**src/design/bdd_pkg.sv**
```systemverilog
// Shared types, constants and helpers of the binary decimal decoder.
`default_nettype none
package bdd_pkg;

  localparam int MAX_PRECISION = 65;
  localparam int RESULT_LIMBS  = 4;
  localparam int ACC_LIMBS     = 4;
  localparam int CMD_DEPTH     = 4;

  localparam logic [29:0] WORD_BASE = 30'd1000000000;

  localparam logic [2:0] DIG_BYTES [10] = '{3'd0, 3'd1, 3'd1, 3'd2, 3'd2,
                                            3'd3, 3'd3, 3'd4, 3'd4, 3'd4};

  localparam logic [29:0] POW10 [9] = '{30'd1, 30'd10, 30'd100, 30'd1000, 30'd10000,
                                        30'd100000, 30'd1000000, 30'd10000000,
                                        30'd100000000};

  localparam logic [1:0] ST_OK     = 2'd0;
  localparam logic [1:0] ST_WORD   = 2'd1;
  localparam logic [1:0] ST_HEADER = 2'd2;

  typedef enum logic [1:0] {PH_PREC, PH_SCALE, PH_FIRST, PH_BODY} phase_t;
  typedef enum logic [1:0] {GRP_LEAD, GRP_WORDS, GRP_TRAIL, GRP_DONE} grp_t;
  typedef enum logic [1:0] {CMD_LEAD, CMD_MAC, CMD_BAD} cmd_kind_t;
  typedef enum logic [1:0] {BK_IDLE, BK_MAC, BK_EMIT} back_state_t;

  typedef struct packed {
    cmd_kind_t   kind;
    logic [31:0] value;
    logic [29:0] mult;
    logic        first;
    logic        last;
    logic        neg;
    logic        err;
    logic [6:0]  precision;
    logic [6:0]  scale;
  } cmd_t;

  // floor(v/9) by reciprocal, exact for every 7-bit value
  function automatic logic [3:0] div9(input logic [6:0] v);
    logic [12:0] p;
    p = 13'(v) * 13'd57;
    return p[12:9];
  endfunction

  function automatic logic [3:0] mod9(input logic [6:0] v);
    logic [6:0] q9;
    logic [6:0] r;
    q9 = 7'({3'b000, div9(v)} * 7'd9);
    r  = v - q9;
    return r[3:0];
  endfunction

endpackage
`default_nettype wire

```
**src/design/bdd_cmd_fifo.sv**
```systemverilog
// Short command queue between the byte parser and the arithmetic back end.
`default_nettype none
module bdd_cmd_fifo (
  input  wire           clk,
  input  wire           rst,
  input  wire           push,
  input  bdd_pkg::cmd_t push_cmd,
  input  wire           pop,
  output logic          full,
  output logic          head_valid,
  output bdd_pkg::cmd_t head
);
  import bdd_pkg::*;

  localparam int PTR_W = $clog2(CMD_DEPTH);
  localparam int CNT_W = $clog2(CMD_DEPTH + 1);

  cmd_t             mem [CMD_DEPTH];
  logic [PTR_W-1:0] wr_ptr;
  logic [PTR_W-1:0] rd_ptr;
  logic [CNT_W-1:0] count;

  assign full       = (count == CNT_W'(CMD_DEPTH));
  assign head_valid = (count != '0);
  assign head       = mem[rd_ptr];

  always_ff @(posedge clk) begin
    if (rst) begin
      wr_ptr <= '0;
      rd_ptr <= '0;
      count  <= '0;
    end else begin
      if (push) begin
        wr_ptr <= (wr_ptr == PTR_W'(CMD_DEPTH - 1)) ? '0 : wr_ptr + 1'b1;
      end
      if (pop) begin
        rd_ptr <= (rd_ptr == PTR_W'(CMD_DEPTH - 1)) ? '0 : rd_ptr + 1'b1;
      end
      if (push && !pop) begin
        count <= count + 1'b1;
      end else if (pop && !push) begin
        count <= count - 1'b1;
      end
    end
  end

  always_ff @(posedge clk) begin
    if (push) begin
      mem[wr_ptr] <= push_cmd;
    end
  end

  a_no_overflow: assert property (@(posedge clk) disable iff (rst) push |-> !full)
    else $error("command pushed into a full queue");
  a_no_underflow: assert property (@(posedge clk) disable iff (rst) pop |-> head_valid)
    else $error("command popped from an empty queue");

endmodule
`default_nettype wire

```
**config.mk**
```make
export PLATFORM = sky130hd
export DESIGN_NAME = bdd_cmd_fifo
export DESIGN_NICKNAME = d
export VERILOG_FILES = /design/src/design/bdd_pkg.sv /design/src/design/bdd_cmd_fifo.sv
export SDC_FILE = /design/constraint.sdc
export NUM_CORES = 1
export LEC_CHECK = 0
export BUFFER_PORTS_ARGS = -buffer_cell sky130_fd_sc_hd__clkbuf_2
export CAP_MARGIN = 20
export CORE_ASPECT_RATIO = 0.5
export CORE_UTILIZATION = 30
export DETAILED_ROUTE_END_ITERATION = 6
export HOLD_SLACK_MARGIN = 0.06
export PLACE_DENSITY_LB_ADDON = 0.12
export RECOVER_POWER = 100
export SYNTH_ARGS = -nofsm -noshare
export SYNTH_HDL_FRONTEND = slang
export SYNTH_SLANG_ARGS = --single-unit
```
**constraint.sdc**
```tcl
create_clock -name clk -period 4.3 [get_ports clk]
set_clock_uncertainty 0.1 [all_clocks]
set_input_delay 1.29 -clock clk [delete_from_list [all_inputs] [get_ports clk]]
set_output_delay 1.29 -clock clk [all_outputs]
set_load 0.02 [all_outputs]
```
==> After elaboration in Yosys (flattened, before gate mapping) <==
Memories as Yosys holds them, arrays and structs flattened. A register that Yosys moved wholly into a read port is not among the register bits.
Cells that the tools add are included.
{ "word_totals": {"reg_bits": 7, "mem_bits_rw": 328, "in_bits": 86, "n_memories": 1} }
{ "classes": {"addsub": 4, "eq_ne": 3, "mux": 8, "n_reduce_logical": 6} }
{ "memory_table": {"columns": ["memory", "depth", "width", "rd", "rd_ports_with_merged_regs", "wr", "line", "rtl"], "rows": [
  ["mem", 4, 82, 1, 1, 1, "bdd_cmd_fifo.sv:18", "cmd_t mem [CMD_DEPTH];"]
]} }
{ "ops": {"columns": ["op", "n"], "rows": [
  ["$mux 2", 4],
  ["$mux 3", 2],
  ["$add 2x1->2 const B", 2],
  ["$eq 2x2->1 const B", 2],
  ["$add 3x1->3 const B", 1],
  ["$eq 3x3->1 const B", 1],
  ["$reduce_bool 3->1", 1],
  ["$sub 3x1->3 const B", 1],
  ["$logic_and 1x1->1", 2],
  ["$logic_not 1->1", 2],
  ["$mux 1", 2],
  ["$reduce_bool 2->1", 1]
]} }

==> Longest topological paths before layout <==
Gate-level depths: netlist of the first run.
{ "depth": {"ltp_word": 4, "depth_mapped": 7, "depth_no_buf": 7} }

==> Worst setup path after synthesis of the first run <==
Ideal clock, no wire load.
{ "synth_path": {"kind": "input port to flip-flop", "startpoint": "input push", "endpoint": "memory mem[0][0] in the netlist's numbering, enable pin", "t_arrival_ns": 3.198, "required_ns": 3.751, "path_slack_ns": 0.553, "stages": 1, "path_buffers": 0, "cell_sequence": "and2_1"} }
{ "synth_via": {"elab_chain_len": 2} }
{ "synth_rtl": {"columns": ["item", "line", "rtl"], "rows": [
  ["from (decl)", "bdd_cmd_fifo.sv:6", "input wire push,"],
  ["$mux 1", "bdd_cmd_fifo.sv:48", "if (push) begin"],
  ["$mux 1 (not written as such)", "bdd_cmd_fifo.sv:49", "mem[wr_ptr] <= push_cmd;"],
  ["to (decl)", "bdd_cmd_fifo.sv:18", null]
]} }
No other way between the ends.

==> impl_results.html, run 1 <==
<table>
<tr><th>Metric</th><th>Value</th></tr>
<tr><th colspan="2">Synth</th></tr>
<tr><td>Count of cell types in the netlist</td><td>19</td></tr>
<tr><td>Number of enable-type register cells in the synthesized netlist</td><td>around 330</td></tr>
<tr><td>Proportion of register bits with asynchronous set or reset after synthesis</td><td>0%</td></tr>
<tr><td>Cells taking the most area after synthesis</td><td>sky130_fd_sc_hd__edfxtp_1 (80%), sky130_fd_sc_hd__mux4_2 (15%), sky130_fd_sc_hd__dfxtp_1 (1.5%)</td></tr>
<tr><td>Most used DFF post-synth</td><td>sky130_fd_sc_hd__edfxtp_1</td></tr>
<tr><td>List of most frequent post-synthesis cells</td><td>sky130_fd_sc_hd__edfxtp_1 (328), sky130_fd_sc_hd__mux4_2 (81), sky130_fd_sc_hd__dfxtp_1 (9)</td></tr>
<tr><td>Xor/xnor cell area share of the yosys netlist</td><td>0.1418%</td></tr>
<tr><td>Dominant combinational cell family by area after synthesis</td><td>multiplexers</td></tr>
<tr><td>Synthesis-stage register bit count</td><td>around 340</td></tr>
<tr><td>Multiplexer share of the synthesized area</td><td>15.30%</td></tr>
<tr><td>Compound-cell area share of the yosys netlist</td><td>less than 1%</td></tr>
<tr><td>Area share of the largest cell type after synthesis</td><td>around four fifths</td></tr>
<tr><td>Total number of yosys warnings</td><td>0</td></tr>
<tr><td>Post-Syn Area per Cell</td><td>26.18 µm²</td></tr>
<tr><td>Post-synthesis cell count</td><td>approximately 470</td></tr>
<tr><td>Top-count cell post-synth</td><td>sky130_fd_sc_hd__edfxtp_1</td></tr>
<tr><td>Share of synthesized area occupied by flip-flops and latches</td><td>approximately 80%</td></tr>
<tr><td>Total standard cell area after synthesis</td><td>roughly 12000 µm²</td></tr>
<tr><td>Post-synthesis simple-gate area fraction</td><td>less than 1%</td></tr>
<tr><td>Cell type with the highest aggregate area in the netlist</td><td>sky130_fd_sc_hd__edfxtp_1</td></tr>
<tr><td>Post-synthesis share of cell area spent on full adders, half adders and majority gates</td><td>less than 1%</td></tr>
<tr><td>Syn nets</td><td>approximately 570</td></tr>
<tr><th colspan="2">STA</th></tr>
<tr><td>Final number of max-transition violations</td><td>just under 60</td></tr>
<tr><td>Slew headroom</td><td>-38.74%</td></tr>
<tr><td>Crit path time final</td><td>between 3 and 4 ns</td></tr>
<tr><td>PnR worst setup slack</td><td>0.4875 ns</td></tr>
<tr><td>RSZ-0062 raised after global routing</td><td>no</td></tr>
<tr><td>Final-report setup violation count</td><td>0</td></tr>
<tr><td>Final sum of negative setup slack</td><td>0 ns</td></tr>
<tr><td>Transition at the pin with the smallest max-transition slack</td><td>2.081 ns</td></tr>
<tr><td>Final clock period utilization by the worst path</td><td>between 80% and 90%</td></tr>
<tr><td>Number of hold violations in the final report</td><td>0</td></tr>
<tr><td>Final Hold Slack</td><td>just over 0.4 ns</td></tr>
<tr><td>Maximum clock frequency</td><td>around 260 MHz</td></tr>
<tr><th colspan="2">Detailed routing</th></tr>
<tr><td>Drt initial violations</td><td>roughly 300</td></tr>
<tr><td>Remaining DRCs</td><td>0</td></tr>
<tr><td>Number of vias per cell</td><td>4.414</td></tr>
<tr><td>Post-detailed-route count of antenna-violating nets</td><td>0</td></tr>
<tr><td>Final Routed Wirelength</td><td>approximately 25000 µm</td></tr>
<tr><td>Detailed-routing iteration count for the pre-antenna-repair pass</td><td>4</td></tr>
<tr><td>Via count</td><td>5451</td></tr>
<tr><td>Post-detailed-route wirelength per cell</td><td>about 20 µm</td></tr>
<tr><th colspan="2">Die</th></tr>
<tr><td>Row count</td><td>52</td></tr>
<tr><td>Effective utilization at floorplan</td><td>between 30% and 40%</td></tr>
<tr><td>Die Y-Extent</td><td>~150 µm</td></tr>
<tr><td>Overall die width</td><td>just under 300 µm</td></tr>
<tr><td>Die footprint</td><td>around 42000 µm²</td></tr>
<tr><td>Top-level port count</td><td>170</td></tr>
<tr><td>Std-Cell Core Area</td><td>between 40000 and 50000 µm²</td></tr>
<tr><th colspan="2">GRT</th></tr>
<tr><td>Met2 usage in global routing</td><td>slightly above 20%</td></tr>
<tr><td>Met1 layer usage reported by global route</td><td>between 10% and 20%</td></tr>
<tr><td>Wire length of the first global-routing pass</td><td>between 30000 and 40000 µm</td></tr>
<tr><td>Congestion Overflow GR</td><td>0</td></tr>
<tr><td>Number of global-route vias before repair</td><td>6000</td></tr>
<tr><td>Maximum number of pins on one net before global-route repair</td><td>49</td></tr>
<tr><td>Routing usage on met3</td><td>around 2.9%</td></tr>
<tr><td>Number of antenna violations at the first check in global routing</td><td>1</td></tr>
<tr><td>Global routing usage summed across all routing layers</td><td>between 10% and 20%</td></tr>
<tr><td>Most crowded layer after global routing</td><td>met2</td></tr>
<tr><th colspan="2">Setup path</th></tr>
<tr><td>Crit Path Max Fanout</td><td>44</td></tr>
<tr><td>Data required time of the critical path</td><td>2.91 ns</td></tr>
<tr><td>Logic depth of the worst register-to-register path</td><td>4</td></tr>
<tr><td>Critical Path Start Type</td><td>register</td></tr>
<tr><td>Setup crit end kind</td><td>primary output</td></tr>
<tr><td>Category of the most critical setup path</td><td>reg -&gt; out</td></tr>
<tr><td>Worst Path Arrival</td><td>2.42 ns</td></tr>
<tr><th colspan="2">Final layout</th></tr>
<tr><td>Net total in the final layout</td><td>765</td></tr>
<tr><td>Inserted Diodes</td><td>0</td></tr>
<tr><td>Final Instance Area</td><td>approximately 15000 µm²</td></tr>
<tr><td>Area Overhead vs Synth</td><td>18.42%</td></tr>
<tr><td>Number of inserted filler cells in the final layout</td><td>3794</td></tr>
<tr><td>Proportion of layout cells with a drive suffix above 1</td><td>a little over a fifth</td></tr>
<tr><td>Final core occ</td><td>36.10%</td></tr>
<tr><th colspan="2">Pwr</th></tr>
<tr><td>Power density over cell area</td><td>just under 500 nW/µm²</td></tr>
<tr><td>Leakage component of the power</td><td>approximately 4.5 nW</td></tr>
<tr><td>Peak ir drop on the vdd network</td><td>0.0002174 V</td></tr>
<tr><th colspan="2">Clocking</th></tr>
<tr><td>Depth of the CTS H-tree</td><td>2</td></tr>
<tr><td>Clock-pin slew on the worst setup and hold paths</td><td>approximately 0.060 ns</td></tr>
<tr><td>CTS buffer count</td><td>35</td></tr>
<tr><td>CTS tree</td><td>built</td></tr>
<tr><td>Post CTS Setup Buffer Count</td><td>0</td></tr>
<tr><td>Latest clock arrival within the worst-skew pair</td><td>a little over 0.5 ns</td></tr>
<tr><td>Total of hold buffers inserted after clock tree synthesis</td><td>0</td></tr>
<tr><td>Worst-case clock buffer depth</td><td>3</td></tr>
<tr><td>Clk Tree Root Cell</td><td>sky130_fd_sc_hd__clkbuf_16</td></tr>
<tr><td>Total of cells resized after clock tree synthesis</td><td>0</td></tr>
<tr><td>TritonCTS Sinks</td><td>approximately 340</td></tr>
<tr><th colspan="2">Min path</th></tr>
<tr><td>Worst Hold Path Cells</td><td>2</td></tr>
<tr><td>Hold Path Class</td><td>reg -&gt; reg</td></tr>
<tr><th colspan="2">Placed design</th></tr>
<tr><td>Cell Area, Placed</td><td>13860 µm²</td></tr>
<tr><td>DP Worst Slack</td><td>1.230 ns</td></tr>
<tr><td>Global placer's final weighted congestion</td><td>roughly 0.64</td></tr>
<tr><td>Hpwl dp</td><td>between 10000 and 15000 µm</td></tr>
<tr><td>Number of buffer cells added on primary ports</td><td>between 150 and 200</td></tr>
<tr><th colspan="2">Job</th></tr>
<tr><td>Max-cap check violation count</td><td>3</td></tr>
<tr><th colspan="2">Outcome</th></tr>
<tr><td>Violated checks</td><td>capacitance limit, slew limit</td></tr>
<tr><td>Outcome</td><td>complete, but fails checks</td></tr>
</table>
-- sequential cells by signal, indices dropped and copies added (netlist names), named ones only --
register	count
wr_ptr	2
rd_ptr	2
count	3
mem	328
-- area by class of cell --
cell class / count / area, µm² / share of cell area (%)
tap: 540 / 675.6 / 4.617
timing repair buffer: 181 / 759.5 / 5.190
sequential: 337 / 10030 / 68.58
clock inverter: 16 / 93.84 / 0.6413
clock buffer: 44 / 952.2 / 6.507
inverter: 4 / 15.01 / 0.1026
multi-input combinational: 113 / 2102 / 14.37
-- path summary, 6_finish.rpt --
kind / endpoint / from / slack [ns]
setup / recovery: head[79] / register / 0.49
hold / removal: count[2]$_SDFFE_PP0P_ / count[2]$_SDFFE_PP0P_ / 0.40
setup reg to reg: mem[0][79]$_DFFE_PP_ / wr_ptr[0]$_SDFFE_PP0P_ / 1.16
hold reg to reg: count[2]$_SDFFE_PP0P_ / count[2]$_SDFFE_PP0P_ / 0.40
-- kinds of logic (layout without fill, tap and decap cells) --
kind of cell,after synthesis,in the layout
compound gates,3,3
xor+xnor,2,2
fa+ha+maj,7,7
buf+inv,22,245
flops,337,337
mux,86,86
simple gates,15,15
-- layer usage --
layer	routed length, µm	vias up
li1	-	2425
met1	10750	2904
met2	12880	80
met3	920	42
met4	530	0
met5	0	-
-- cells in the final DEF (no fill, tap or decap), types with 3 or more instances in the layout --
cell,instances
sky130_fd_sc_hd__ha_1,6
sky130_fd_sc_hd__clkinv_2,6
sky130_fd_sc_hd__inv_1,4
sky130_fd_sc_hd__mux2i_1,4
sky130_fd_sc_hd__dfxtp_1,7
sky130_fd_sc_hd__mux4_2,81
sky130_fd_sc_hd__clkbuf_1,171
sky130_fd_sc_hd__buf_12,3
sky130_fd_sc_hd__clkbuf_2,10
sky130_fd_sc_hd__clkbuf_16,37
sky130_fd_sc_hd__nor2_1,7
sky130_fd_sc_hd__clkinv_1,9
sky130_fd_sc_hd__edfxtp_1,328
-- metrics by stage --
stage                     cells  total power (W)
after CTS                  1235         0.007448
after global routing       1235         0.007576
after floorplan             472         0.004325
final                      1235         0.007263
after detailed placement   1175         0.004599
after global placement     1175         0.004590
-- worst max-delay path: stages, from the launching register on --
cell and delay, ns:
sky130_fd_sc_hd__dfxtp_2 0.90, sky130_fd_sc_hd__buf_12 0.38, sky130_fd_sc_hd__mux4_2 0.38, sky130_fd_sc_hd__clkbuf_1 0.19
-- power by group --
part	total (W)	internal [W]	leakage, nW	switching [W]
Sequential	0.00381	0.00376	3.09	0.0000434
Combinational	0.000650	0.000234	0.874	0.000416
Clock	0.00280	0.00162	0.516	0.00118
Power figures use the tool's default switching activity.
==> run 2, diff against run 1 <==
Settings changed: RECOVER_POWER 100 to not set.
==> impl_results.html, run 2 (synthesized netlist as in run 1, its figures left out) <==
<table>
<tr><th>Metric</th><th>Value</th></tr>
<tr><th colspan="2">Outcome</th></tr>
<tr><td>Outcome</td><td>completed (was complete, but fails checks)</td></tr>
<tr><th colspan="2">Pwr</th></tr>
<tr><td>Peak ir drop on the vdd network</td><td>0.0002198 V (was 0.0002174 V)</td></tr>
<tr><td>Design Power</td><td>0.007306 W (was 0.007263 W)</td></tr>
<tr><td>Leakage component of the power</td><td>4.987 nW (was 4.478 nW)</td></tr>
<tr><td>Power density over cell area</td><td>490.2 nW/µm² (was 496.4 nW/µm²)</td></tr>
<tr><th colspan="2">Die</th></tr>
<tr><td>Row count</td><td>52 (unchanged)</td></tr>
<tr><td>Std-Cell Core Area</td><td>40530 µm² (unchanged)</td></tr>
<tr><td>Effective utilization at floorplan</td><td>30.49% (unchanged)</td></tr>
<tr><td>Top-level port count</td><td>170 (unchanged)</td></tr>
<tr><td>Die Y-Extent</td><td>145.5 µm (unchanged)</td></tr>
<tr><td>Overall die width</td><td>289.0 µm (unchanged)</td></tr>
<tr><td>Die footprint</td><td>42050 µm² (unchanged)</td></tr>
<tr><th colspan="2">Clocking</th></tr>
<tr><td>CTS buffer count</td><td>35 (unchanged)</td></tr>
<tr><td>TritonCTS Sinks</td><td>337 (unchanged)</td></tr>
<tr><td>Clock-pin slew on the worst setup and hold paths</td><td>0.06 ns (about the same)</td></tr>
<tr><td>Total of cells resized after clock tree synthesis</td><td>0 (unchanged)</td></tr>
<tr><td>Depth of the CTS H-tree</td><td>2 (unchanged)</td></tr>
<tr><td>Clk Tree Root Cell</td><td>sky130_fd_sc_hd__clkbuf_16 (unchanged)</td></tr>
<tr><td>Worst-case clock buffer depth</td><td>3 (unchanged)</td></tr>
<tr><td>Post CTS Setup Buffer Count</td><td>0 (unchanged)</td></tr>
<tr><td>Latest clock arrival within the worst-skew pair</td><td>0.51 ns (about the same)</td></tr>
<tr><td>Total of hold buffers inserted after clock tree synthesis</td><td>0 (unchanged)</td></tr>
<tr><td>CTS tree</td><td>built (unchanged)</td></tr>
<tr><th colspan="2">Setup path</th></tr>
<tr><td>Startpoint of the worst-slack reg-to-reg timing path</td><td>wr_ptr[0]$_SDFFE_PP0P_ (unchanged)</td></tr>
<tr><td>Data required time of the critical path</td><td>2.91 ns (about the same)</td></tr>
<tr><td>Logic depth of the worst register-to-register path</td><td>4 (unchanged)</td></tr>
<tr><td>Crit Path Max Fanout</td><td>44 (unchanged)</td></tr>
<tr><td>Critical Path Start Type</td><td>register (unchanged)</td></tr>
<tr><td>Category of the most critical setup path</td><td>reg -&gt; out (unchanged)</td></tr>
<tr><td>Reg2reg setup slack</td><td>2.37 ns (was 1.16 ns)</td></tr>
<tr><td>Endpoint of the worst register-to-register path</td><td>mem[0][40]$_DFFE_PP_ (was mem[0][79]$_DFFE_PP_)</td></tr>
<tr><td>Worst Path Arrival</td><td>2.14 ns (was 2.42 ns)</td></tr>
<tr><td>Setup crit end kind</td><td>primary output (unchanged)</td></tr>
<tr><th colspan="2">STA</th></tr>
<tr><td>PnR worst setup slack</td><td>0.7716 ns (was 0.4875 ns)</td></tr>
<tr><td>RSZ-0062 raised after global routing</td><td>no (unchanged)</td></tr>
<tr><td>Final-report setup violation count</td><td>0 (unchanged)</td></tr>
<tr><td>Final sum of negative setup slack</td><td>0 ns (unchanged)</td></tr>
<tr><td>Number of hold violations in the final report</td><td>0 (unchanged)</td></tr>
<tr><td>Maximum clock frequency</td><td>283.4 MHz (was 262.3 MHz)</td></tr>
<tr><td>Transition at the pin with the smallest max-transition slack</td><td>0.6205 ns (was 2.081 ns)</td></tr>
<tr><td>Final clock period utilization by the worst path</td><td>82.06% (was 88.66%)</td></tr>
<tr><td>Slew headroom</td><td>58.64% (was -38.74%)</td></tr>
<tr><td>Final number of max-transition violations</td><td>0 (was 58)</td></tr>
<tr><td>Crit path time final</td><td>3.528 ns (was 3.812 ns)</td></tr>
<tr><th colspan="2">Job</th></tr>
<tr><td>Max-cap check violation count</td><td>0 (was 3)</td></tr>
<tr><th colspan="2">Final layout</th></tr>
<tr><td>Commonest non-fill, non-tap cell in the layout</td><td>sky130_fd_sc_hd__edfxtp_1 (unchanged)</td></tr>
<tr><td>Net total in the final layout</td><td>765 (unchanged)</td></tr>
<tr><td>Number of inserted filler cells in the final layout</td><td>3735 (was 3794)</td></tr>
<tr><td>Commonest cells after routing, fill and taps aside</td><td>sky130_fd_sc_hd__edfxtp_1 (328), sky130_fd_sc_hd__clkbuf_2 (169), sky130_fd_sc_hd__mux4_2 (81) (was sky130_fd_sc_hd__edfxtp_1 (328), sky130_fd_sc_hd__clkbuf_1 (171), sky130_fd_sc_hd__mux4_2 (81))</td></tr>
<tr><td>Biggest registers after layout</td><td>mem (328), count (3) (unchanged)</td></tr>
<tr><td>Number of flip-flops under the largest register name</td><td>328 (unchanged)</td></tr>
<tr><td>Area of combinational cells with multiple inputs</td><td>2107 µm² (was 2102 µm²)</td></tr>
<tr><td>Register with the most flip-flops</td><td>mem (unchanged)</td></tr>
<tr><td>Proportion of layout cells with a drive suffix above 1</td><td>44.89% (was 21.01%)</td></tr>
<tr><td>Inserted Diodes</td><td>0 (unchanged)</td></tr>
<tr><td>Flip-flop and latch area</td><td>10040 µm² (was 10030 µm²)</td></tr>
<tr><td>Area Overhead vs Synth</td><td>20.62% (was 18.42%)</td></tr>
<tr><th colspan="2">Detailed routing</th></tr>
<tr><td>Post-detailed-route count of antenna-violating nets</td><td>0 (unchanged)</td></tr>
<tr><td>Remaining DRCs</td><td>0 (unchanged)</td></tr>
<tr><td>Detailed-routing iteration count for the pre-antenna-repair pass</td><td>4 (unchanged)</td></tr>
<tr><td>Number of vias per cell</td><td>4.419 (was 4.414)</td></tr>
<tr><td>Via count</td><td>5458 (was 5451)</td></tr>
<tr><td>Final Routed Wirelength</td><td>25040 µm (was 25090 µm)</td></tr>
<tr><td>Post-detailed-route wirelength per cell</td><td>20.27 µm (was 20.31 µm)</td></tr>
<tr><td>Drt initial violations</td><td>321 (was 296)</td></tr>
<tr><th colspan="2">Placed design</th></tr>
<tr><td>DP Worst Slack</td><td>1.230 ns (unchanged)</td></tr>
<tr><td>Number of buffer cells added on primary ports</td><td>169 (unchanged)</td></tr>
<tr><td>Hpwl dp</td><td>14910 µm (unchanged)</td></tr>
<tr><td>Global placer's final weighted congestion</td><td>0.6424 (unchanged)</td></tr>
<tr><th colspan="2">GRT</th></tr>
<tr><td>Congestion Overflow GR</td><td>0 (unchanged)</td></tr>
<tr><td>Maximum number of pins on one net before global-route repair</td><td>49 (unchanged)</td></tr>
<tr><td>Number of antenna violations at the first check in global routing</td><td>0 (was 1)</td></tr>
<tr><td>Number of global-route vias before repair</td><td>6000 (unchanged)</td></tr>
<tr><td>Global routing usage summed across all routing layers</td><td>12.10% (unchanged)</td></tr>
<tr><td>Wire length of the first global-routing pass</td><td>37490 µm (unchanged)</td></tr>
<tr><th colspan="2">Min path</th></tr>
<tr><td>Hold Path Class</td><td>reg -&gt; reg (unchanged)</td></tr>
<tr><td>Sink of the worst hold path</td><td>count[2]$_SDFFE_PP0P_ (unchanged)</td></tr>
<tr><td>Worst Hold Path Cells</td><td>2 (unchanged)</td></tr>
<tr><td>Startpoint of the lowest-slack hold path</td><td>count[2]$_SDFFE_PP0P_ (unchanged)</td></tr>
</table>
## run 2: cell count changes in the layout (fill, tap and decap cells not counted), sizes merged
cell / previous run / this run
buf: 6 / 12
clkbuf: 219 / 213
## run 2: layout make-up
type,count,share of cell area (%)
Sequential cell,337,67.34
Clock buffer,44,6.389
Tap cell,540,4.533
Inverter,4,0.1007
Multi-Input combinational cell,113,14.14
Clock inverter,16,0.6296
Timing Repair Buffer,181,6.867
## run 2: per-stage QoR
stage	instance area [µm²]	util (%)	hold WS (ns)	cells
floorplan	12360	-	0.3553	472
global placement	13860	34.19	0.3866	1175
detailed placement	13860	34.19	0.3991	1175
CTS	14900	36.77	0.4087	1235
global route	14900	36.77	0.4516	1235
finish	14900	36.77	0.4037	1235
## run 2: report_power, final
| part | switching (W) | total, W | leakage (nW) | internal, W |
|---|---|---|---|---|
| clock network | 0.00119 | 0.00281 | 0.516 | 0.00162 |
| logic | 0.000418 | 0.000695 | 1.38 | 0.000278 |
| registers | 0.0000441 | 0.00381 | 3.09 | 0.00376 |
| total | 0.00165 | 0.00731 | 4.99 | 0.00566 |
## run 2: worst max-delay path by stage
stage / start / depth (start not counted) / end
floorplan: push / 1 / mem[0][0]$_DFFE_PP_
global placement: register / 3 / head[29]
detailed placement: register / 3 / head[29]
CTS: register / 3 / head[29]
global route: register / 3 / head[75]
finish: register / 3 / head[79]
## run 2: worst max-delay path, cell delays in order, from the launching register on
cell                       delay [ns]
sky130_fd_sc_hd__dfxtp_4         0.65
sky130_fd_sc_hd__buf_12          0.35
sky130_fd_sc_hd__mux4_2          0.38
sky130_fd_sc_hd__clkbuf_2        0.18
## run 2: metal layers
metal	routed length, µm	vias up	track usage, %
li1	-	2437	-
met1	10740	2906	15.27
met2	12830	75	20.72
met3	951	40	2.915
met4	512	0	3.421
met5	0	-	0
