==> config.mk <==
export PLATFORM = sky130hd
export DESIGN_NAME = bdd_front
export DESIGN_NICKNAME = d
export VERILOG_FILES = /design/src/design/bdd_pkg.sv /design/src/design/bdd_front.sv
export SDC_FILE = /design/constraint.sdc
export NUM_CORES = 1
export LEC_CHECK = 0
export ABC_AREA = 1
export BUFFER_PORTS_ARGS = -buffer_cell sky130_fd_sc_hd__buf_4
export CAP_MARGIN = 20
export CORE_MARGIN = 4
export CORE_UTILIZATION = 35
export CTS_CLUSTER_SIZE = 16
export DETAILED_ROUTE_END_ITERATION = 8
export PLACE_DENSITY_LB_ADDON = 0.12
export SETUP_SLACK_MARGIN = 0.4
export SLEW_MARGIN = 20
export SYNTH_ARGS = -nofsm -noshare
export SYNTH_HDL_FRONTEND = slang
export SYNTH_SLANG_ARGS = --single-unit
export TNS_END_PERCENT = 1
==> constraint.sdc <==
create_clock -name clk -period 9 [get_ports clk]
set_input_delay 1.8 -clock clk [delete_from_list [all_inputs] [get_ports clk]]
set_output_delay 1.8 -clock clk [all_outputs]
set_load 0.005 [all_outputs]
==> src/design/bdd_pkg.sv <==
// Shared types, constants and helpers of the binary decimal decoder.
`default_nettype none
package bdd_pkg;

  localparam int MAX_PRECISION = 65;
  localparam int RESULT_LIMBS  = 4;
  localparam int ACC_LIMBS     = 4;
  localparam int CMD_DEPTH     = 4;

  localparam logic [29:0] WORD_BASE = 30'd1000000000;

  localparam logic [2:0] DIG_BYTES [10] = '{3'd0, 3'd1, 3'd1, 3'd2, 3'd2,
                                            3'd3, 3'd3, 3'd4, 3'd4, 3'd4};

  localparam logic [29:0] POW10 [9] = '{30'd1, 30'd10, 30'd100, 30'd1000, 30'd10000,
                                        30'd100000, 30'd1000000, 30'd10000000,
                                        30'd100000000};

  localparam logic [1:0] ST_OK     = 2'd0;
  localparam logic [1:0] ST_WORD   = 2'd1;
  localparam logic [1:0] ST_HEADER = 2'd2;

  typedef enum logic [1:0] {PH_PREC, PH_SCALE, PH_FIRST, PH_BODY} phase_t;
  typedef enum logic [1:0] {GRP_LEAD, GRP_WORDS, GRP_TRAIL, GRP_DONE} grp_t;
  typedef enum logic [1:0] {CMD_LEAD, CMD_MAC, CMD_BAD} cmd_kind_t;
  typedef enum logic [1:0] {BK_IDLE, BK_MAC, BK_EMIT} back_state_t;

  typedef struct packed {
    cmd_kind_t   kind;
    logic [31:0] value;
    logic [29:0] mult;
    logic        first;
    logic        last;
    logic        neg;
    logic        err;
    logic [6:0]  precision;
    logic [6:0]  scale;
  } cmd_t;

  // floor(v/9) by reciprocal, exact for every 7-bit value
  function automatic logic [3:0] div9(input logic [6:0] v);
    logic [12:0] p;
    p = 13'(v) * 13'd57;
    return p[12:9];
  endfunction

  function automatic logic [3:0] mod9(input logic [6:0] v);
    logic [6:0] q9;
    logic [6:0] r;
    q9 = 7'({3'b000, div9(v)} * 7'd9);
    r  = v - q9;
    return r[3:0];
  endfunction

endpackage
`default_nettype wire

==> src/design/bdd_front.sv <==
// Byte parser: header checks, group sizing, word assembly and command issue.
`default_nettype none
module bdd_front (
  input  wire           clk,
  input  wire           rst,
  input  wire           in_valid,
  input  wire  [7:0]    enc_byte,
  input  wire           full,
  output logic          push,
  output bdd_pkg::cmd_t push_cmd
);
  import bdd_pkg::*;

  phase_t      phase, phase_next;
  grp_t        grp, grp_next;
  logic [6:0]  digits_total, digits_total_next;
  logic [6:0]  digits_fraction, digits_fraction_next;
  logic [2:0]  lead_bytes, lead_bytes_next;
  logic [2:0]  trail_bytes, trail_bytes_next;
  logic [3:0]  trail_mod, trail_mod_next;
  logic [3:0]  words_left, words_left_next;
  logic [2:0]  bytes_left, bytes_left_next;
  logic [31:0] word_shift, word_shift_next;
  logic        is_negative, is_negative_next;
  logic        word_error, word_error_next;
  logic        first_grp, first_grp_next;

  logic        accept;
  logic        bad_hdr;
  logic [6:0]  int_digits;
  logic [2:0]  hdr_lead, hdr_trail;
  logic [3:0]  hdr_words;
  logic        first_byte;
  logic [7:0]  b_eff;
  logic        neg_cur;
  logic [2:0]  grp_size;
  logic [31:0] ws_base, ws_new, word_val;
  logic [2:0]  bl_cur, bl_dec;
  logic [3:0]  words_dec;
  logic        err_cur;
  grp_t        grp_after;

  assign accept     = in_valid && !full;
  assign bad_hdr    = (digits_total == '0) || (digits_total > 7'(MAX_PRECISION))
                    || (enc_byte > {1'b0, digits_total});
  assign int_digits = digits_total - enc_byte[6:0];
  assign hdr_lead   = DIG_BYTES[mod9(int_digits)];
  assign hdr_trail  = DIG_BYTES[mod9(enc_byte[6:0])];
  assign hdr_words  = div9(int_digits) + div9(enc_byte[6:0]);

  // the sign bit of the first body byte is stored inverted
  assign first_byte = (phase == PH_FIRST);
  assign b_eff      = {enc_byte[7] ^ first_byte, enc_byte[6:0]};
  assign neg_cur    = first_byte ? !enc_byte[7] : is_negative;

  always_comb begin
    case (grp)
      GRP_LEAD:  grp_size = lead_bytes;
      GRP_WORDS: grp_size = 3'd4;
      GRP_TRAIL: grp_size = trail_bytes;
      default:   grp_size = 3'd0;
    endcase
  end

  always_comb begin
    if (bytes_left == '0) begin
      bl_cur  = grp_size;
      // sign-extend short groups from their first byte
      ws_base = (grp_size < 3'd4 && b_eff[7]) ? '1 : '0;
    end else begin
      bl_cur  = bytes_left;
      ws_base = word_shift;
    end
  end

  assign ws_new    = {ws_base[23:0], b_eff};
  assign bl_dec    = bl_cur - 1'b1;
  assign word_val  = ws_new ^ {32{neg_cur}};
  assign words_dec = (words_left != '0) ? words_left - 1'b1 : words_left;

  always_comb begin
    err_cur   = word_error;
    grp_after = GRP_DONE;
    case (grp)
      GRP_LEAD: begin
        grp_after = (words_left != '0) ? GRP_WORDS
                  : (trail_bytes != '0) ? GRP_TRAIL : GRP_DONE;
      end
      GRP_WORDS: begin
        err_cur   = word_error || (word_val >= 32'(WORD_BASE));
        grp_after = (words_dec != '0) ? GRP_WORDS
                  : (trail_bytes != '0) ? GRP_TRAIL : GRP_DONE;
      end
      default: grp_after = GRP_DONE;
    endcase
  end

  always_comb begin
    phase_next           = phase;
    grp_next             = grp;
    digits_total_next    = digits_total;
    digits_fraction_next = digits_fraction;
    lead_bytes_next      = lead_bytes;
    trail_bytes_next     = trail_bytes;
    trail_mod_next       = trail_mod;
    words_left_next      = words_left;
    bytes_left_next      = bytes_left;
    word_shift_next      = word_shift;
    is_negative_next     = is_negative;
    word_error_next      = word_error;
    first_grp_next       = first_grp;
    push                 = 1'b0;
    push_cmd.kind        = CMD_MAC;
    push_cmd.value       = word_val;
    push_cmd.mult        = WORD_BASE;
    push_cmd.first       = first_grp;
    push_cmd.last        = (grp_after == GRP_DONE);
    push_cmd.neg         = neg_cur;
    push_cmd.err         = err_cur;
    push_cmd.precision   = digits_total;
    push_cmd.scale       = digits_fraction;
    if (accept) begin
      case (phase)
        PH_PREC: begin
          digits_total_next = (enc_byte > 8'(MAX_PRECISION)) ? 7'(MAX_PRECISION + 1)
                                                             : enc_byte[6:0];
          phase_next = PH_SCALE;
        end
        PH_SCALE: begin
          if (bad_hdr) begin
            push               = 1'b1;
            push_cmd.kind      = CMD_BAD;
            push_cmd.last      = 1'b1;
            push_cmd.err       = 1'b0;
            push_cmd.precision = (digits_total > 7'(MAX_PRECISION)) ? 7'(MAX_PRECISION)
                                                                    : digits_total;
            push_cmd.scale     = (enc_byte > 8'(MAX_PRECISION)) ? 7'(MAX_PRECISION)
                                                                : enc_byte[6:0];
            phase_next         = PH_PREC;
          end else begin
            digits_fraction_next = enc_byte[6:0];
            lead_bytes_next      = hdr_lead;
            trail_bytes_next     = hdr_trail;
            trail_mod_next       = mod9(enc_byte[6:0]);
            words_left_next      = hdr_words;
            bytes_left_next      = '0;
            is_negative_next     = 1'b0;
            word_error_next      = 1'b0;
            first_grp_next       = 1'b1;
            grp_next             = (hdr_lead != '0) ? GRP_LEAD
                                 : (hdr_words != '0) ? GRP_WORDS
                                 : (hdr_trail != '0) ? GRP_TRAIL : GRP_DONE;
            phase_next           = PH_FIRST;
          end
        end
        default: begin
          if (bytes_left == '0 && grp_size == '0) begin
            // no group left to read: drop back to the header
            phase_next = PH_PREC;
          end else begin
            is_negative_next = neg_cur;
            phase_next       = PH_BODY;
            word_shift_next  = ws_new;
            bytes_left_next  = bl_dec;
            if (bl_dec == '0) begin
              push            = 1'b1;
              first_grp_next  = 1'b0;
              word_error_next = err_cur;
              grp_next        = grp_after;
              case (grp)
                GRP_LEAD:  push_cmd.kind = CMD_LEAD;
                GRP_WORDS: words_left_next = words_dec;
                default:   push_cmd.mult = POW10[trail_mod];
              endcase
              if (grp_after == GRP_DONE) begin
                phase_next = PH_PREC;
                grp_next   = GRP_LEAD;
              end
            end
          end
        end
      endcase
    end
  end

  always_ff @(posedge clk) begin
    if (rst) begin
      phase           <= PH_PREC;
      grp             <= GRP_LEAD;
      digits_total    <= '0;
      digits_fraction <= '0;
      words_left      <= '0;
      bytes_left      <= '0;
      is_negative     <= 1'b0;
      word_error      <= 1'b0;
      first_grp       <= 1'b0;
    end else begin
      phase           <= phase_next;
      grp             <= grp_next;
      digits_total    <= digits_total_next;
      digits_fraction <= digits_fraction_next;
      words_left      <= words_left_next;
      bytes_left      <= bytes_left_next;
      is_negative     <= is_negative_next;
      word_error      <= word_error_next;
      first_grp       <= first_grp_next;
    end
  end

  always_ff @(posedge clk) begin
    lead_bytes  <= lead_bytes_next;
    trail_bytes <= trail_bytes_next;
    trail_mod   <= trail_mod_next;
    word_shift  <= word_shift_next;
  end

endmodule
`default_nettype wire

* Word-level counts from Yosys, hierarchy flattened
Memory sizes are Yosys's and may differ from the RTL's.
Index checks and enable logic that the tools add are counted.
** Storage, ports and cells
- Output and inout port bits :: 83
- Bits in read-only memories :: 576
- Word-level logic and storage cells :: 153
- Bits in registers :: 62
- Memories :: 3
** Cells by class
- Add/sub/neg operators :: 6
- Muxes and demuxes :: 73
- Bitwise operators :: 9
- Multipliers :: 4
- Reductions and logical operators :: 30
- Order comparisons :: 8
- Equal/unequal tests :: 7
** Memories
- (no name shown) :: depth 16, bits a word 30, rd ports 1, clocked after Yosys merged registers in 0, write ports 0, RTL line bdd_front.sv:173 : default: push_cmd.mult = POW10[trail_mod];
- (no name shown) :: depth 16, bits a word 3, rd ports 1, clocked after Yosys merged registers in 0, write ports 0, RTL line bdd_front.sv:48 : assign hdr_trail = DIG_BYTES[mod9(enc_byte[6:0])];
- (no name shown) :: depth 16, bits a word 3, rd ports 1, clocked after Yosys merged registers in 0, write ports 0, RTL line bdd_front.sv:47 : assign hdr_lead = DIG_BYTES[mod9(int_digits)];
** Operator list (count)
- $mux 30 :: 7
- $mux 24 :: 2
- $mux 15 :: 3
- $ge 32x30->1 const B :: 1
- $xor 32x32->32 :: 1
- $mux 2 :: 14
- $mul 7x6->13 const B :: 2
- $mux 1 :: 21
- $mux 3 :: 7
- $mux 7 :: 3
- $mux 4 :: 5
- $pmux 2 s2 :: 4
- $ge 5x5->1 const B :: 3
- $not 4->5 :: 3
- $reduce_bool 4->1 :: 3
- $logic_not 3->1 :: 3
- $pmux 3 s3 :: 1
- $reduce_bool 3->1 :: 3
- $gt 8x7->1 :: 1
- $gt 8x7->1 const B :: 1
- $mul 4x4->4 const B :: 2
- $pmux 1 s2 :: 4
- $pmux 4 s2 :: 1
- $sub 4x4->4 :: 2
- 25 further kinds :: 40

* Depth between registers and ports, before layout
Gate-level depths: netlist of the first run.
- Depth after elaboration :: 13
- Mapped depth :: 36
- Mapped depth without buffers :: 36

* Least setup slack after synthesis of the first run
No wires, ideal clock.
- Path kind :: input -> register
- Start :: input port enc_byte[1]
- End :: register grp[0]
- Setup slack :: 1.849 ns
- Required time :: 8.930 ns
- Data arrival time :: 7.081 ns
- Stages on the path :: 29
- Buffers on the path :: 0
- Path through :: inv_1 > fa_1 > xor2_1 > inv_1 > fa_1 > inv_1 > ha_1 > xor2_1 > ha_1 > ha_1 > nand2_1 > nor3_1 > nand3_1 > nand2_1 > nand2_1 > nand2_1 > nand2_1 > nand2_1 > inv_1 > ha_1 > fa_1 > fa_1 > inv_1 > ha_1 > nand2_1 > o21ai_0 > o21ai_0 > nand3_1 > a21oi_1
** Between the ends
- Cells in the longest elaborated chain, start to end :: 13
- Elaborated cells on any way between the ends :: 28
- Classes of those cells :: add/sub: 4; mul: 4; order compare: 1; eq/ne: 1; mux: 9; bitwise: 2; reduce/logical: 5; memory: 2
** RTL lines
- start, declared :: RTL line bdd_front.sv:7 : input wire [7:0] enc_byte,
- parallel branches: the longest is 13 deep, another holds $mul 7x6->13
- end signal, assigned :: RTL line bdd_front.sv:199 : grp <= grp_next;
- end, declared :: RTL line bdd_front.sv:15 : grp_t grp, grp_next;
Several ways; the timed one is not identified. The select of a mux whose other input is x is not followed.
A chain may end at the register's enable or synchronous reset.

* Worst setup path after layout of the first run
- Start :: input port enc_byte[1]
- End :: register lead_bytes[2], data pin
** Between the ends
- Cells in the longest elaborated chain, start to end :: 8
** RTL lines
- $sub 7x7->7 (*) :: RTL line bdd_front.sv:46 : assign int_digits = digits_total - enc_byte[6:0];
- $mul 7x6->13 :: RTL line bdd_pkg.sv:43 : p = 13'(v) * 13'd57;
- $mul 4x4->4 :: RTL line bdd_pkg.sv:50 : q9 = 7'({3'b000, div9(v)} * 7'd9);
- $sub 4x4->4 (*) :: RTL line bdd_pkg.sv:51 : r = v - q9;
- $not 4->5 (not written as such) (*) :: RTL line bdd_front.sv:47
- $mem_v2 16x3 (*)
- $mux 3 (not written as such) (*) (2 in a row) :: RTL line bdd_front.sv:47
- net hdr_lead[2] :: RTL line bdd_front.sv:31 : logic [2:0] hdr_lead, hdr_trail;
- end signal, assigned :: RTL line bdd_front.sv:211 : lead_bytes <= lead_bytes_next;
- end, declared :: RTL line bdd_front.sv:18 : logic [2:0] lead_bytes, lead_bytes_next;
The timed path passes the listed nets; every way through them passes the cells marked *. The select of a mux whose other input is x is not followed.

==> metrics.txt, run 1 <==
wirelength, routed 16200 um; core area 17500 sq um; crit path kind in -> reg; root buf cell clkbuf_16; crit path max fanout 8; clk slew on worst S/H paths 60 ps; share of cells above drive strength 1 16.0%; f_max 0.133 GHz; critical path data required time 9070 ps; most used cell, CP inv_1; CTS Buffer Depth 2; area leader, netlist ha_1; Clock Skew 10.9 ps; Total Neg Setup Slack 0 ps; Critical Path Source Type input port; chip height 142 um; global-route wire length before repair 26400 um; largest cells by area after synthesis ha_1, edfxtp_1, nand2_1, dfxtp_1, inv_1; number of global-route vias before repair 5199; die area 20200 sq um; final setup violation count 0; CTS Buf Count 9; Final nets 1030; share of the synthesized area in the top cell type 16.9%; Die Wd 142 um; Residual DRC 0; Critical Path Sink Type flip-flop; ys flop type edfxtp_1; Starting Density 36.0%; DR pass1 iterations 5; FF+latch count, synth 62; Slew headroom 38.6%; Final Power 2.12 mW; GRT overflow 0; crit-path max cell delay 570 ps; PwrDens 283 nW/um^2; Max Slew Vio Count 0; Detail Route Antenna Nets 0; Final Hold Fails 0; Mapped Nets 944; number of synthesized flops with an enable pin 34; Worst-Skew Late Latency 330 ps; Mapped Area 6290 sq um; Mapped Cells 830; Mapped Avg Cell Area 7.58 sq um; Sink Count 62; unrepaired setup endpoints after global routing no; Critical Path AT 7610 ps; Area Growth Syn to Fin 19.1%; met1 global-route usage 22.5%; All-Layer GR Usage 16.3%; fill count 1796; synthesis warning total 0; CTS H-Tree Depth 3; Synth top cells by count nand2_1, inv_1, ha_1, a21oi_1, nor2_1; Final Non-Filler Cells 1146; slowest CP cell fa_1; status complete, no violations; hold crit path type reg -> reg; Synth cell types 44; Final period util 83.7%; via count 5318; post-DR wirelength/cell 14.1 um; setup bufs post-CTS 0; IO buf count 94; Async SR Flop Fraction 0%; DP Cell Count 1130; Initial DRC Count 317; M2 GR Usage 27.1%; post-CTS sizing 0; post-synthesis sequential area ratio 25.1%; Row Count 48; gr busiest metal met2; diodes inserted 0; CTS tree built; dpl hpwl 13200 um; CTS Hold Bufs 0; largest net degree at the start of global routing 26; Peak VDD IR 0.204 mV; initial antenna violation count 0; final core occ 42.9%; RD Place Congestion 0.869; most frequent cell after synthesis nand2_1; Vias/cell 4.64; grt met3 use 2.39%; Least-Margin Pin Slew 918 ps; Leakage 3.81 nW; max_cap viols 0; Min Clock Period, post-route 7540 ps; Top Ports 95
stage by stage:
| stage | area [sq um] | setup WS [ps] | hold slack, ps |
|---|---|---|---|
| after CTS | 7490 | 1430 | 471 |
| after global routing | 7490 | 891 | 497 |
| final | 7490 | 1460 | 467 |
| after floorplan | 6290 | 1850 | 440 |
| after detailed placement | 7160 | 1090 | 463 |
| after global placement | 7160 | 1230 | 458 |
kinds of logic (layout without fill, tap and decap cells):
family | count (synthesis) | in the layout | share of synthesized area, %
DFF | 62 | 62 | 25.1
buffers and inverters | 175 | 266 | 11.4
adders and majority gates | 102 | 102 | 22.3
AOI/OAI and AO/OA | 139 | 139 | 12.5
and+or+nand+nor | 296 | 296 | 20.7
xor gates and xnor gates | 56 | 56 | 7.92
cell type report:
cell class,instances,area (sq um),area share (%)
well taps,225,282,3.76
repair buffers,96,721,9.62
flip-flops and latches,62,1580,21.1
clock buffers,11,254,3.39
multi-input cells,593,3990,53.3
inverters,154,581,7.75
clock inverters,5,80.1,1.07
power by group:
| part | switching (mW) | leakage (nW) | total [mW] | internal [mW] |
|---|---|---|---|---|
| combinational | 0.848 | 3.12 | 1.39 | 0.539 |
| clock | 0.128 | 0.159 | 0.387 | 0.259 |
| sequential | 0.00391 | 0.535 | 0.346 | 0.342 |
| total | 0.980 | 3.81 | 2.12 | 1.14 |
worst paths after layout:
path	slack, ps	cells after the start	end	startpoint
hold reg to reg	470	2	first_grp$_SDFFE_PP0P_	first_grp$_SDFFE_PP0P_
hold / removal	470	2	first_grp$_SDFFE_PP0P_	first_grp$_SDFFE_PP0P_
setup reg to reg	2710	32	lead_bytes[2]$_DFFE_PP_	digits_total[0]$_SDFFE_PP0P_
setup / recovery	1460	31	lead_bytes[2]$_DFFE_PP_	enc_byte[1]
registers in the layout, summed over array words and instances (netlist names):
signal,count
bytes_left,3
digits_fraction,7
digits_total,7
first_grp,1
grp,2
is_negative,1
lead_bytes,3
phase,2
trail_bytes,3
trail_mod,4
word_error,1
word_shift,24
words_left,4
worst max-delay path, delay by kind of cell:
kind	cells	cell delay, ps
fa+ha+maj	8	2930
buf+inv	8	880
simple gates	10	860
compound gates	3	590
xor+xnor	2	530
cells in the final DEF, fill, tap and decap left out, drive strengths merged, types with 2 or more instances in the layout:
| cell | instances |
|---|---|
| nand4 | 7 |
| inv | 154 |
| dfxtp | 28 |
| o21a | 4 |
| clkinv | 2 |
| nor2 | 58 |
| edfxtp | 34 |
| xnor2 | 7 |
| xor2 | 49 |
| bufinv | 2 |
| clkbuf | 11 |
| a211oi | 4 |
| o211ai | 2 |
| a22o | 3 |
| nand3 | 39 |
| fa | 17 |
| ha | 85 |
| o22ai | 2 |
| a31oi | 7 |
| o31ai | 4 |
| a21o | 6 |
| buf | 96 |
| o21ai | 49 |
| nor3 | 11 |
| a21oi | 55 |
| nand2 | 177 |
per-layer routing:
metal	routed length, um	vias to the layer above
li1	-	2846
met1	7900	2399
met2	7670	65
met3	505	8
met4	109	0
met5	0	-
(Power assumes the default switching activity.)
==> inputs of run 2 (changes only) <==
==> constraint.sdc (replaced) <==
create_clock -name clk -period 6.4 [get_ports clk]
set_input_delay 1.28 -clock clk [delete_from_list [all_inputs] [get_ports clk]]
set_output_delay 1.28 -clock clk [all_outputs]
set_load 0.005 [all_outputs]
==> metrics.txt, run 2 (synthesized netlist as in run 1, its figures left out) <==
status complete, no violations; Worst-Skew Late Latency 330 ps; Final period util 96.4%; die area 20200 sq um; crit path kind in -> reg; initial antenna violation count 0; Final WS setup 230 ps; slowest CP cell fa_1; CTS tree built; hold crit path type reg -> reg; number of global-route vias before repair 5476; Initial DRC Count 272; CTS Buffer Depth 2; Reg2Reg Setup Slack 860 ps; CP bufs+invs 23; commonest non-fill, non-tap cell in the layout buf_4; fill count 1745; RD Place Congestion 0.851; All-Layer GR Usage 17.5%; crit-path leading delay family buffers and inverters; DR pass1 iterations 4; f_max 0.162 GHz; global-route wire length before repair 28100 um; setup slack after placement -152 ps; Worst Setup EP grp[0]$_SDFFE_PP0P_; share of cells above drive strength 1 30.1%; P_int 2.15 mW; post-DR wirelength/cell 14.5 um; GRT overflow 0; diodes inserted 0; area occupied by multi-input gates 4350 sq um; CTS H-Tree Depth 3; most frequent cells in the layout buf_4, nand2_1, inv_1, ha_1, nor2_1; WHS Path Cells 2; CTS Buf Count 9; crit path max fanout 3; clk slew on worst S/H paths 50 ps; crit-path max cell delay 560 ps; DP Cell Count 1177; Slew headroom 50.8%; Leakage 4.24 nW; Critical Path AT 6430 ps; Least-Margin Pin Slew 737 ps; Residual DRC 0; Critical Path Source Type input port; Top Ports 95; P_sw 1.70 mW; Final Hold Fails 0; Reg2Reg Depth 28; Max Slew Vio Count 0; Detail Route Antenna Nets 0; Min Clock Period, post-route 6170 ps; core area 17500 sq um; via count 5747; critical path data required time 6660 ps; IO buf count 94; CTS Hold Bufs 0; Critical Path Sink Type flip-flop; chip height 142 um; Starting Density 36.0%; Row Count 48; Biggest register word_shift; RR Endpoint lead_bytes[2]$_DFFE_PP_; Final nets 1117; Die Wd 142 um; largest net degree at the start of global routing 26; top flop regs word_shift (24), digits_fraction (7), digits_total (7); Sw Ratio 44.2%; final setup violation count 0; Final Non-Filler Cells 1233; wirelength, routed 17800 um; max FFs per register 24; Logic pwr share 73.8%; Reg-to-Reg Start digits_total[0]$_SDFFE_PP0P_; Clock Skew 7.22 ps; Peak VDD IR 0.434 mV; Area Growth Syn to Fin 35.2%; PwrDens 453 nW/um^2; CP Depth 39; unrepaired setup endpoints after global routing yes; most used cell, CP buf_4; storage element area 1580 sq um; hold slack 466 ps; Sequential Power Share 12.7%; Vias/cell 4.66; Sink Count 62; CP Launch Point enc_byte[2]; dpl hpwl 13800 um; part of the power in the clock network 13.6%; max_cap viols 0; root buf cell clkbuf_16
==> run 2: cell count changes in the layout (fill, tap and decap cells not counted), sizes merged <==
cell and change:
clkbuf +1, buf +87, inv -1
==> run 2: routing by layer <==
layer | vias to the layer above | track usage, % | part of all wire (%) | wire length [um]
li1 | 3012 | - | - | -
met1 | 2632 | 23.2 | 47 | 8430
met2 | 96 | 30.2 | 49 | 8810
met3 | 7 | 2.25 | 2.8 | 494
met4 | 0 | 4.24 | 0.66 | 118
met5 | - | 0 | 0 | 0
==> run 2: worst reg2reg max path, delay by kind of cell (launching register included) <==
family | cells | cell delay, ps
fa+ha+maj | 7 | 2250
compound gates | 6 | 1100
buf+inv | 8 | 730
simple gates | 5 | 500
xor+xnor | 2 | 380
flops | 1 | 330
==> run 2: area by class of cell <==
class | count | share of cell area, %
Clock buffer | 12 | 2.90
Clock inverter | 4 | 0.824
Inverter | 154 | 6.87
Multi-Input combinational cell | 593 | 51.1
Sequential cell | 62 | 18.6
Tap cell | 225 | 3.31
Timing Repair Buffer | 183 | 16.4
==> run 2: worst min-delay path by stage <==
| stage | start | end |
|---|---|---|
| after floorplan | first_grp$_SDFFE_PP0P_ | first_grp$_SDFFE_PP0P_ |
| after global placement | first_grp$_SDFFE_PP0P_ | first_grp$_SDFFE_PP0P_ |
| after detailed placement | first_grp$_SDFFE_PP0P_ | first_grp$_SDFFE_PP0P_ |
| after CTS | first_grp$_SDFFE_PP0P_ | first_grp$_SDFFE_PP0P_ |
| after global routing | first_grp$_SDFFE_PP0P_ | first_grp$_SDFFE_PP0P_ |
| final | first_grp$_SDFFE_PP0P_ | first_grp$_SDFFE_PP0P_ |
==> run 2: per-stage QoR <==
| stage | area (sq um) | utilization (%) | setup TNS [ps] | total power, mW |
|---|---|---|---|---|
| final | 8510 | 48.7 | 0 | 3.85 |
| after global routing | 8510 | 48.7 | -4.88 | 4.25 |
| after CTS | 8270 | 47.3 | 0 | 3.57 |
| after detailed placement | 7600 | 43.5 | -707 | 2.81 |
| after global placement | 7600 | 43.5 | -250 | 2.80 |
| after floorplan | 6390 | - | 0 | 2.09 |
==> run 2: timing repair <==
action                                 in CTS  in global routing
setup endpoints to repair                   6                 10
setup buffers                              34                  6
gates resized for setup                    23                 38
endpoints found under the hold margin       0                  0
gates cloned                                0                  0
pin swaps                                  23                 31
==> run 2: power groups by stage <==
stage	Clock, mW	Sequential, mW	Combinational (mW)
after global placement	0	0.496	2.30
after CTS	0.534	0.488	2.55
after global routing	0.551	0.488	3.22
after detailed placement	0	0.496	2.31
final	0.523	0.488	2.84
after floorplan	0	0.494	1.59
==> inputs of run 3 (changes only) <==
--- a/config.mk
+++ b/config.mk
@@ -8,7 +8,7 @@
 export ABC_AREA = 1
 export BUFFER_PORTS_ARGS = -buffer_cell sky130_fd_sc_hd__buf_4
 export CAP_MARGIN = 20
-export CORE_MARGIN = 4
+export CORE_MARGIN = 5
 export CORE_UTILIZATION = 35
 export CTS_CLUSTER_SIZE = 16
 export DETAILED_ROUTE_END_ITERATION = 8
==> constraint.sdc (replaced) <==
create_clock -name clk -period 6.3 [get_ports clk]
set_input_delay 1.26 -clock clk [delete_from_list [all_inputs] [get_ports clk]]
set_output_delay 1.26 -clock clk [all_outputs]
set_load 0.005 [all_outputs]
==> metrics.txt, run 3 (synthesized netlist as in run 1, its figures left out) <==
status complete, no violations; CTS Hold Bufs 0; die area 20800 sq um; most used cell, CP nand2_1; Starting Density 35.3%; diodes inserted 0; RD Place Congestion 0.853; CTS Buf Count 9; chip height 144 um; critical path data required time 6560 ps; PwrDens 462 nW/um^2; part of the power in the clock network 13.1%; Hold EP word_error$_SDFFE_PP0P_; IO buf count 94; Logic pwr share 74.2%; Final WS setup 308 ps; max_cap viols 0; Least-Margin Pin Slew 848 ps; number of global-route vias before repair 5580; Final period util 95.1%; Critical Path Source Type input port; Clock Skew 6.54 ps; root buf cell clkbuf_16; Final Hold Fails 0; via count 5751; Sequential Power Share 12.7%; Final Power 3.90 mW; GRT overflow 0; P_int 2.22 mW; Max Slew Vio Count 0; Min Clock Period, post-route 5990 ps; CTS Buffer Depth 2; Vias/cell 4.66; WHS Path Cells 2; Top Ports 95; Peak VDD IR 0.330 mV; Initial DRC Count 262; RR Endpoint grp[0]$_SDFFE_PP0P_; f_max 0.167 GHz; max FFs per register 24; Slew headroom 43.3%; hold slack 479 ps; global-route wire length before repair 27800 um; most frequent cells in the layout buf_4, nand2_1, inv_1, ha_1, nor2_1; Reg2Reg Depth 34; Biggest register word_shift; Final nets 1115; hold crit path type reg -> reg; CTS tree built; P_sw 1.68 mW; Critical Path AT 6250 ps; commonest non-fill, non-tap cell in the layout buf_4; unrepaired setup endpoints after global routing yes; clk slew on worst S/H paths 50 ps; Row Count 49; Sink Count 62; final setup violation count 0; wirelength, routed 17100 um; Area Growth Syn to Fin 34.3%; dpl hpwl 13700 um; slowest CP cell fa_1; Critical Path Sink Type flip-flop; DR pass1 iterations 4; fill count 1769; largest net degree at the start of global routing 26; Reg-to-Reg Start digits_total[0]$_SDFFE_PP0P_; All-Layer GR Usage 16.9%; Hold Crit Start word_error$_SDFFE_PP0P_; post-DR wirelength/cell 13.9 um; Leakage 4.22 nW; Residual DRC 0; Die Wd 144 um; share of cells above drive strength 1 28.7%; crit path kind in -> reg; top flop regs word_shift (24), digits_fraction (7), digits_total (7); Reg2Reg Setup Slack 810 ps; core area 17800 sq um; Sw Ratio 43.0%; Total Neg Setup Slack 0 ps; initial antenna violation count 0; crit path max fanout 5; Detail Route Antenna Nets 0; Worst-Skew Late Latency 330 ps; crit-path max cell delay 550 ps; CTS H-Tree Depth 3; setup slack after placement -235 ps
-- run 3: cell count changes in the layout (fill, tap and decap cells not counted), sizes merged --
cell | before | now
clkinvlp | 1 | 2
buf | 183 | 181
inv | 153 | 154
bufinv | 2 | 1
clkinv | 2 | 1
-- run 3: critical path, delay by kind of cell --
family	cells	cell delay, ps
adders and majority gates	8	2500
and+or+nand+nor	16	1200
AOI/OAI and AO/OA	5	660
buffers and inverters	6	450
xor gates and xnor gates	1	150
-- run 3: stage by stage --
| stage | instances | utilization [%] | cell area (sq um) |
|---|---|---|---|
| after floorplan | 830 | - | 6390 |
| after global placement | 1189 | 43.0 | 7670 |
| after detailed placement | 1189 | 43.0 | 7670 |
| after CTS | 1231 | 46.8 | 8350 |
| after global routing | 1235 | 47.4 | 8450 |
| final | 1235 | 47.4 | 8450 |
-- run 3: power by group through the flow --
stage	Clock [mW]	Combinational, mW	Sequential, mW
3_3_place_gp	0	2.41	0.504
6_report	0.512	2.89	0.496
3_5_place_dp	0	2.43	0.504
5_1_grt	0.535	3.31	0.496
2_1_floorplan	0	1.62	0.502
4_1_cts	0.519	2.78	0.496
-- run 3: final cells by class --
class	count	area, sq um	share of cell area, %
multi-input cells	593	4310	51.0
clock inverters	4	53.8	0.637
clock buffers	12	256	3.03
repair buffers	181	1370	16.3
well taps	229	287	3.39
flip-flops and latches	62	1580	18.7
inverters	154	588	6.96
-- run 3: what timing repair did --
item,in CTS,in global routing
pin swaps,33,11
endpoints found under the setup margin,6,10
setup buffers,26,4
gates cloned,0,0
gates resized for setup,30,16
-- run 3: worst max path at each step --
stage	startpoint	endpoint	slack (ps)	cells after the start
after floorplan	enc_byte[0]	lead_bytes[2]$_DFFE_PP_	100	31
after global placement	enc_byte[0]	grp[1]$_SDFFE_PP0P_	-140	26
after detailed placement	enc_byte[2]	grp[0]$_SDFFE_PP0P_	-240	36
after CTS	enc_byte[1]	grp[0]$_SDFFE_PP0P_	310	33
after global routing	enc_byte[2]	grp[0]$_SDFFE_PP0P_	-20	33
final	enc_byte[2]	grp[0]$_SDFFE_PP0P_	310	36
-- run 3: per-layer routing --
| metal | track usage [%] | vias to the layer above | wire length (um) | part of all wire (%) |
|---|---|---|---|---|
| met4 | 5.05 | 0 | 334 | 1.9 |
| met3 | 2.18 | 21 | 696 | 4.1 |
| met5 | 0 | - | 0 | 0 |
| met1 | 22.3 | 2620 | 8110 | 47 |
| li1 | - | 3010 | - | - |
| met2 | 28.7 | 100 | 8010 | 47 |
